<file path="src/hdl/sdn_pkg.sv">
// ----------------------------------------------------------------------------
// sdn_pkg
// Shared widths, codes, types and helpers of the D8 flow direction block.
// ----------------------------------------------------------------------------
package sdn_pkg;

    localparam int HEIGHT_W = 24;
    localparam int DROP_W   = 25;
    localparam int DIR_W    = 4;
    localparam int ROW_W    = 12;
    localparam int COL_W    = 10;
    localparam int KEY_W    = 42;
    localparam int WIN_N    = 9;
    localparam int NEIGH_N  = 8;

    localparam int IN_TDATA_W  = 24;
    localparam int OUT_TDATA_W = 56;

    localparam int CFG_IDX_W  = 1;
    localparam int CFG_DATA_W = 13;
    localparam int GRID_COLS_W = 11;
    localparam int GRID_ROWS_W = 13;

    localparam logic [CFG_IDX_W-1:0] CFG_GRID_COLUMNS = 1'b0;
    localparam logic [CFG_IDX_W-1:0] CFG_GRID_ROWS    = 1'b1;

    localparam int DEF_MAX_COLUMNS = 1024;
    localparam int DEF_MAX_ROWS    = 4096;
    localparam int RST_COLUMNS     = 1024;
    localparam int RST_ROWS        = 1024;
    localparam int MIN_GRID        = 3;

    localparam logic [DIR_W-1:0] DIR_NONE = 4'd0;

    localparam logic signed [16:0] DIAG_WEIGHT = 17'sd46341;
    localparam int ORTHO_SHIFT = 16;

    typedef struct packed {
        logic [ROW_W-1:0] row;
        logic [COL_W-1:0] col;
        logic             interior;
        logic             border;
    } t_meta;

    typedef struct packed {
        logic signed [KEY_W-1:0]  key;
        logic signed [DROP_W-1:0] drop;
        logic [DIR_W-1:0]         dir;
    } t_cand;

    function automatic int clamp_last(input int v, input int hi);
        int c;
        c = v;
        if (c < MIN_GRID) begin
            c = MIN_GRID;
        end else if (c > hi) begin
            c = hi;
        end
        return c - 1;
    endfunction

    function automatic int win_pos(input int k);
        return (k < 4) ? k : k + 1;
    endfunction

endpackage

</file>
<file path="src/hdl/sdn_select.sv">
// ----------------------------------------------------------------------------
// sdn_select
// 3x3 window and steepest-descent neighbour selection pipeline.
// ----------------------------------------------------------------------------
module sdn_select
    import sdn_pkg::*;
(
    input  logic                i_clk,
    input  logic                i_rst_n,
    input  logic                i_take,
    input  logic [HEIGHT_W-1:0] i_up,
    input  logic [HEIGHT_W-1:0] i_mid,
    input  logic [HEIGHT_W-1:0] i_new,
    input  t_meta               i_meta,
    input  logic                i_out_ok,
    output logic                o_free,
    output logic                o_pop,
    output t_meta               o_meta,
    output t_cand               o_cand
);

    logic [HEIGHT_W-1:0] r_win [WIN_N];

    logic  r_s2_v, r_s3_v, r_s4_v;
    t_meta r_s2_meta, r_s3_meta, r_s4_meta;
    t_cand r_s3_cand [NEIGH_N];
    t_cand r_s4_cand [2];
    t_cand n_s3_cand [NEIGH_N];
    t_cand n_s4_cand [2];
    logic  free3, free4;

    function automatic t_cand pick(input t_cand a, input t_cand b);
        return ($signed(b.key) > $signed(a.key)) ? b : a;
    endfunction

    assign free4  = !r_s4_v || !(r_s4_meta.interior || r_s4_meta.border) || i_out_ok;
    assign free3  = !r_s3_v || free4;
    assign o_free = !r_s2_v || free3;
    assign o_pop  = r_s4_v && (r_s4_meta.interior || r_s4_meta.border) && i_out_ok;

    always_ff @(posedge i_clk) begin
        if (i_take) begin
            r_win[0] <= r_win[1];
            r_win[1] <= r_win[2];
            r_win[2] <= i_up;
            r_win[3] <= r_win[4];
            r_win[4] <= r_win[5];
            r_win[5] <= i_mid;
            r_win[6] <= r_win[7];
            r_win[7] <= r_win[8];
            r_win[8] <= i_new;
        end
    end

    always_comb begin
        int p;
        logic signed [DROP_W-1:0] d;
        for (int k = 0; k < NEIGH_N; k++) begin
            p = win_pos(k);
            d = $signed({1'b0, r_win[4]}) - $signed({1'b0, r_win[p]});
            n_s3_cand[k].drop = d;
            n_s3_cand[k].dir  = DIR_W'(k + 1);
            if ((p % 2) == 0) begin
                n_s3_cand[k].key = d * DIAG_WEIGHT;
            end else begin
                n_s3_cand[k].key = {{(KEY_W - DROP_W - ORTHO_SHIFT){d[DROP_W-1]}},
                                    d, {ORTHO_SHIFT{1'b0}}};
            end
        end
    end

    always_comb begin
        n_s4_cand[0] = pick(pick(r_s3_cand[0], r_s3_cand[1]),
                            pick(r_s3_cand[2], r_s3_cand[3]));
        n_s4_cand[1] = pick(pick(r_s3_cand[4], r_s3_cand[5]),
                            pick(r_s3_cand[6], r_s3_cand[7]));
    end

    always_ff @(posedge i_clk) begin
        if (!i_rst_n) begin
            r_s2_v <= 1'b0;
            r_s3_v <= 1'b0;
            r_s4_v <= 1'b0;
        end else begin
            if (o_free) begin
                r_s2_v <= i_take;
            end
            if (free3) begin
                r_s3_v <= r_s2_v;
            end
            if (free4) begin
                r_s4_v <= r_s3_v;
            end
        end
    end

    always_ff @(posedge i_clk) begin
        if (i_take) begin
            r_s2_meta <= i_meta;
        end
        if (free3 && r_s2_v) begin
            r_s3_meta <= r_s2_meta;
            r_s3_cand <= n_s3_cand;
        end
        if (free4 && r_s3_v) begin
            r_s4_meta <= r_s3_meta;
            r_s4_cand <= n_s4_cand;
        end
    end

    assign o_meta = r_s4_meta;
    assign o_cand = pick(r_s4_cand[0], r_s4_cand[1]);

endmodule

</file>
<file path="config.mk">
export PLATFORM = sky130hd
export DESIGN_NAME = sdn_select
export DESIGN_NICKNAME = d
export VERILOG_FILES = /design/src/hdl/sdn_pkg.sv /design/src/hdl/sdn_select.sv
export SDC_FILE = /design/constraint.sdc
export NUM_CORES = 2
export LEC_CHECK = 0
export CAP_MARGIN = 10
export CORE_ASPECT_RATIO = 0.6
export CORE_MARGIN = 4
export CORE_UTILIZATION = 56
export CTS_BUF_LIST = sky130_fd_sc_hd__clkbuf_8
export DETAILED_ROUTE_END_ITERATION = 12
export DONT_BUFFER_PORTS = 1
export HOLD_SLACK_MARGIN = 0.08
export PLACE_DENSITY_LB_ADDON = 0.12
export SLEW_MARGIN = 30
export SYNTH_ARGS = -nofsm -noshare
export SYNTH_HDL_FRONTEND = slang
export SYNTH_SLANG_ARGS = --single-unit
</file>
<file path="constraint.sdc">
create_clock -name i_clk -period 43.1 [get_ports i_clk]
set_input_delay 6.465 -clock i_clk [delete_from_list [all_inputs] [get_ports i_clk]]
set_output_delay 6.465 -clock i_clk [all_outputs]
set_load 0.02 [all_outputs]
</file>
==> results.json <==
{
  "outcome": "completed",
  "synth_seq_area_share_pct": 33.14,
  "yosys_register_bits": 792,
  "place_ws_ps": 29420,
  "postPlaceCellArea_um2": 74530,
  "setup_slack_ps": 29410,
  "syn_area_um2": 71670,
  "synth_area_leaders": "edfxtp_1 33%, ha_1 19%, fa_1 14%",
  "initial_core_util_pct": 56.55,
  "row_count": 101,
  "fin_worst_skew_ps": 56.54,
  "ys.flop_type": "edfxtp_1",
  "slew_headroom_pct": 20.95,
  "synthArstFlopShare_pct": 0,
  "max_freq_mhz": 73.04,
  "crit_fanout": 5,
  "min-delay-start": "r_s2_meta[12]",
  "ioPinCount": 197,
  "syn_to_final_growth_pct": 7.714,
  "ys_warn_count": 0,
  "cp_data_arrival_time_ps": 7230,
  "clk_latency_ps": 880,
  "max_cap_violations": 0,
  "clock_sinks": 792,
  "rr_startpoint": "r_win[0][97]",
  "hp-class": "flop to flop",
  "cp-end-kind": "output pin",
  "hold_buffers": 0,
  "antenna_left": 0,
  "clk_pin_slew_worst_paths_ps": 60,
  "cts_buffer_depth": 3,
  "max_stage_delay_ps": 430,
  "critPathSlowestCell": "nor2_1",
  "grt_setup_unrepaired": "false",
  "fin_crit_ps": 13690,
  "grt_pass1_vias": 47610,
  "drt-wirelength-per-cell_um": 25.22,
  "yosysTopAreaCell": "edfxtp_1",
  "drive_above_1_share_pct": 6.965,
  "tightest_slew_ps": 1153,
  "grt_max_degree": 242,
  "io_buffers": 0,
  "grt.overflow.total": 0,
  "rr_worst_depth": 34,
  "grt_pass1_wl_um": 317600,
  "drt_iter0_markers": 5829,
  "holdPathStages": 0,
  "die_h_um": 285.1,
  "period_share_pct": 31.77,
  "synth.avg_cell_area_um2": 10.81,
  "stdcell_area_um2": 77200,
  "instances_no_fill": 8599,
  "critPathTopFamily": "simple AND/OR/NAND/NOR gates",
  "synth-edff-count": 789,
  "die_area_um2": 134000,
  "remaining_drc_errors": 0,
  "start_kind": "primary input",
  "post-cts-setup-buffer-count": 0,
  "worstSetupPathType": "primary input to output pin",
  "setup_viol_count_final": 0,
  "synth_nets": 8344,
  "dr.pass1.iters": 8,
  "cts_resized": 0,
  "core_area_um2": 126800,
  "via_per_inst": 5.824,
  "cts_buffers": 130,
  "die_w_um": 469.9,
  "cts_tree": "done",
  "most-common-layout-cells": "1447 x inv_1, 1110 x ha_1, 789 x edfxtp_1, 504 x fa_1, 308 x a21oi_1",
  "vias": 50080,
  "tns_ps": 0,
  "clock_tree.root_cell": "clkbuf_8",
  "crit_required_ps": 36630,
  "postSynthCellCount": 6630,
  "gp_congestion": 0.9904,
  "slew_violations": 0,
  "track_usage_pct": 32.38,
  "hold_path_end": "r_s3_meta[12]",
  "path_buf_inv": 0,
  "htreeDepth": 4,
  "hpwl_um": 177600,
  "totalWireLength_um": 216900,
  "yosysUniqueCellTypes": 100,
  "r2r_setup_slack_ps": 32820,
  "dp_cells": 8350,
  "mostFrequentLayoutCell": "inv_1",
  "path_cells": "nor2_1 -> nand3_1",
  "grt_antenna_before_repair": 13,
  "nets": 8499,
  "synth_top_area_share_pct": 33.06,
  "reg2reg_to": "r_s3_cand[424]",
  "final-hold-violation-count": 0
}
==> registers in the layout (all words and copies together), names as in the netlist <==
name and cells:
o_meta 24, r_s4_v 1, r_s2_meta 24, r_s3_meta 24, r_s4_cand 141, r_win 216, r_s2_v 1, r_s3_cand 360
r_s3_v 1
==> logic make-up after synthesis <==
family / Yosys count / synth area share (%)
buffers and inverters: 1502 / 7.945
adder cells (fa/ha/maj): 1614 / 33.45
XOR/XNOR: 373 / 4.621
AO/OA/AOI/OAI: 1047 / 9.669
flip-flops: 792 / 33.14
AND/OR/NAND/NOR: 1002 / 6.805
multiplexers: 300 / 4.366
==> worst max path at each step <==
stage | from | to | slack (ps) | cells after the start
after global placement | i_out_ok | o_free | 29440 | 2
after floorplan | i_out_ok | r_s3_cand[10] | 7240 | 2
after detailed placement | i_out_ok | o_free | 29420 | 2
after global routing | i_out_ok | o_free | 29350 | 2
final | i_out_ok | o_free | 29410 | 2
after CTS | i_out_ok | o_free | 29410 | 2
==> Yosys cell counts (56+ instances only) <==
cell	number
inv_1	1415
ha_1	1110
edfxtp_1	789
fa_1	504
a21oi_1	309
nand2_1	287
xnor2_1	243
nor2_1	241
mux2i_1	202
a21o_1	195
o21ai_0	161
xor2_1	124
mux2_2	95
nor2b_1	79
nand3_1	67
nand4_1	67
o21a_1	66
nor3_1	56
==> stage by stage <==
stage	utilization (%)	hold slack (ps)
final	60.91	411.7
after global routing	60.90	420.8
after CTS	60.82	406.0
after detailed placement	58.80	404.5
after global placement	58.74	400.2
after floorplan	-	400.3
==> routing by layer <==
layer | global-route usage [%] | routed length, µm | vias to the layer above | share of wire (%)
li1 | - | - | 22860 | -
met1 | 53.60 | 105100 | 24650 | 48
met2 | 38.47 | 75820 | 2335 | 35
met3 | 11.44 | 30610 | 228 | 14
met4 | 8.119 | 5358 | 4 | 2.5
met5 | 0 | 26 | - | 0.012
==> area by class of cell <==
cell class / instances / area (µm²)
fillers: 10420 / 49550
multi-input cells: 4336 / 42580
flip-flops and latches: 792 / 23750
inverters: 1416 / 5315
well taps: 1699 / 2126
clock buffers: 133 / 1831
repair buffers: 109 / 842.1
clock inverters: 106 / 732.0
diodes: 8 / 20.02
Power is not shown: default switching activity piles up to over one toggle a cycle in this logic, so the estimate is an artifact.
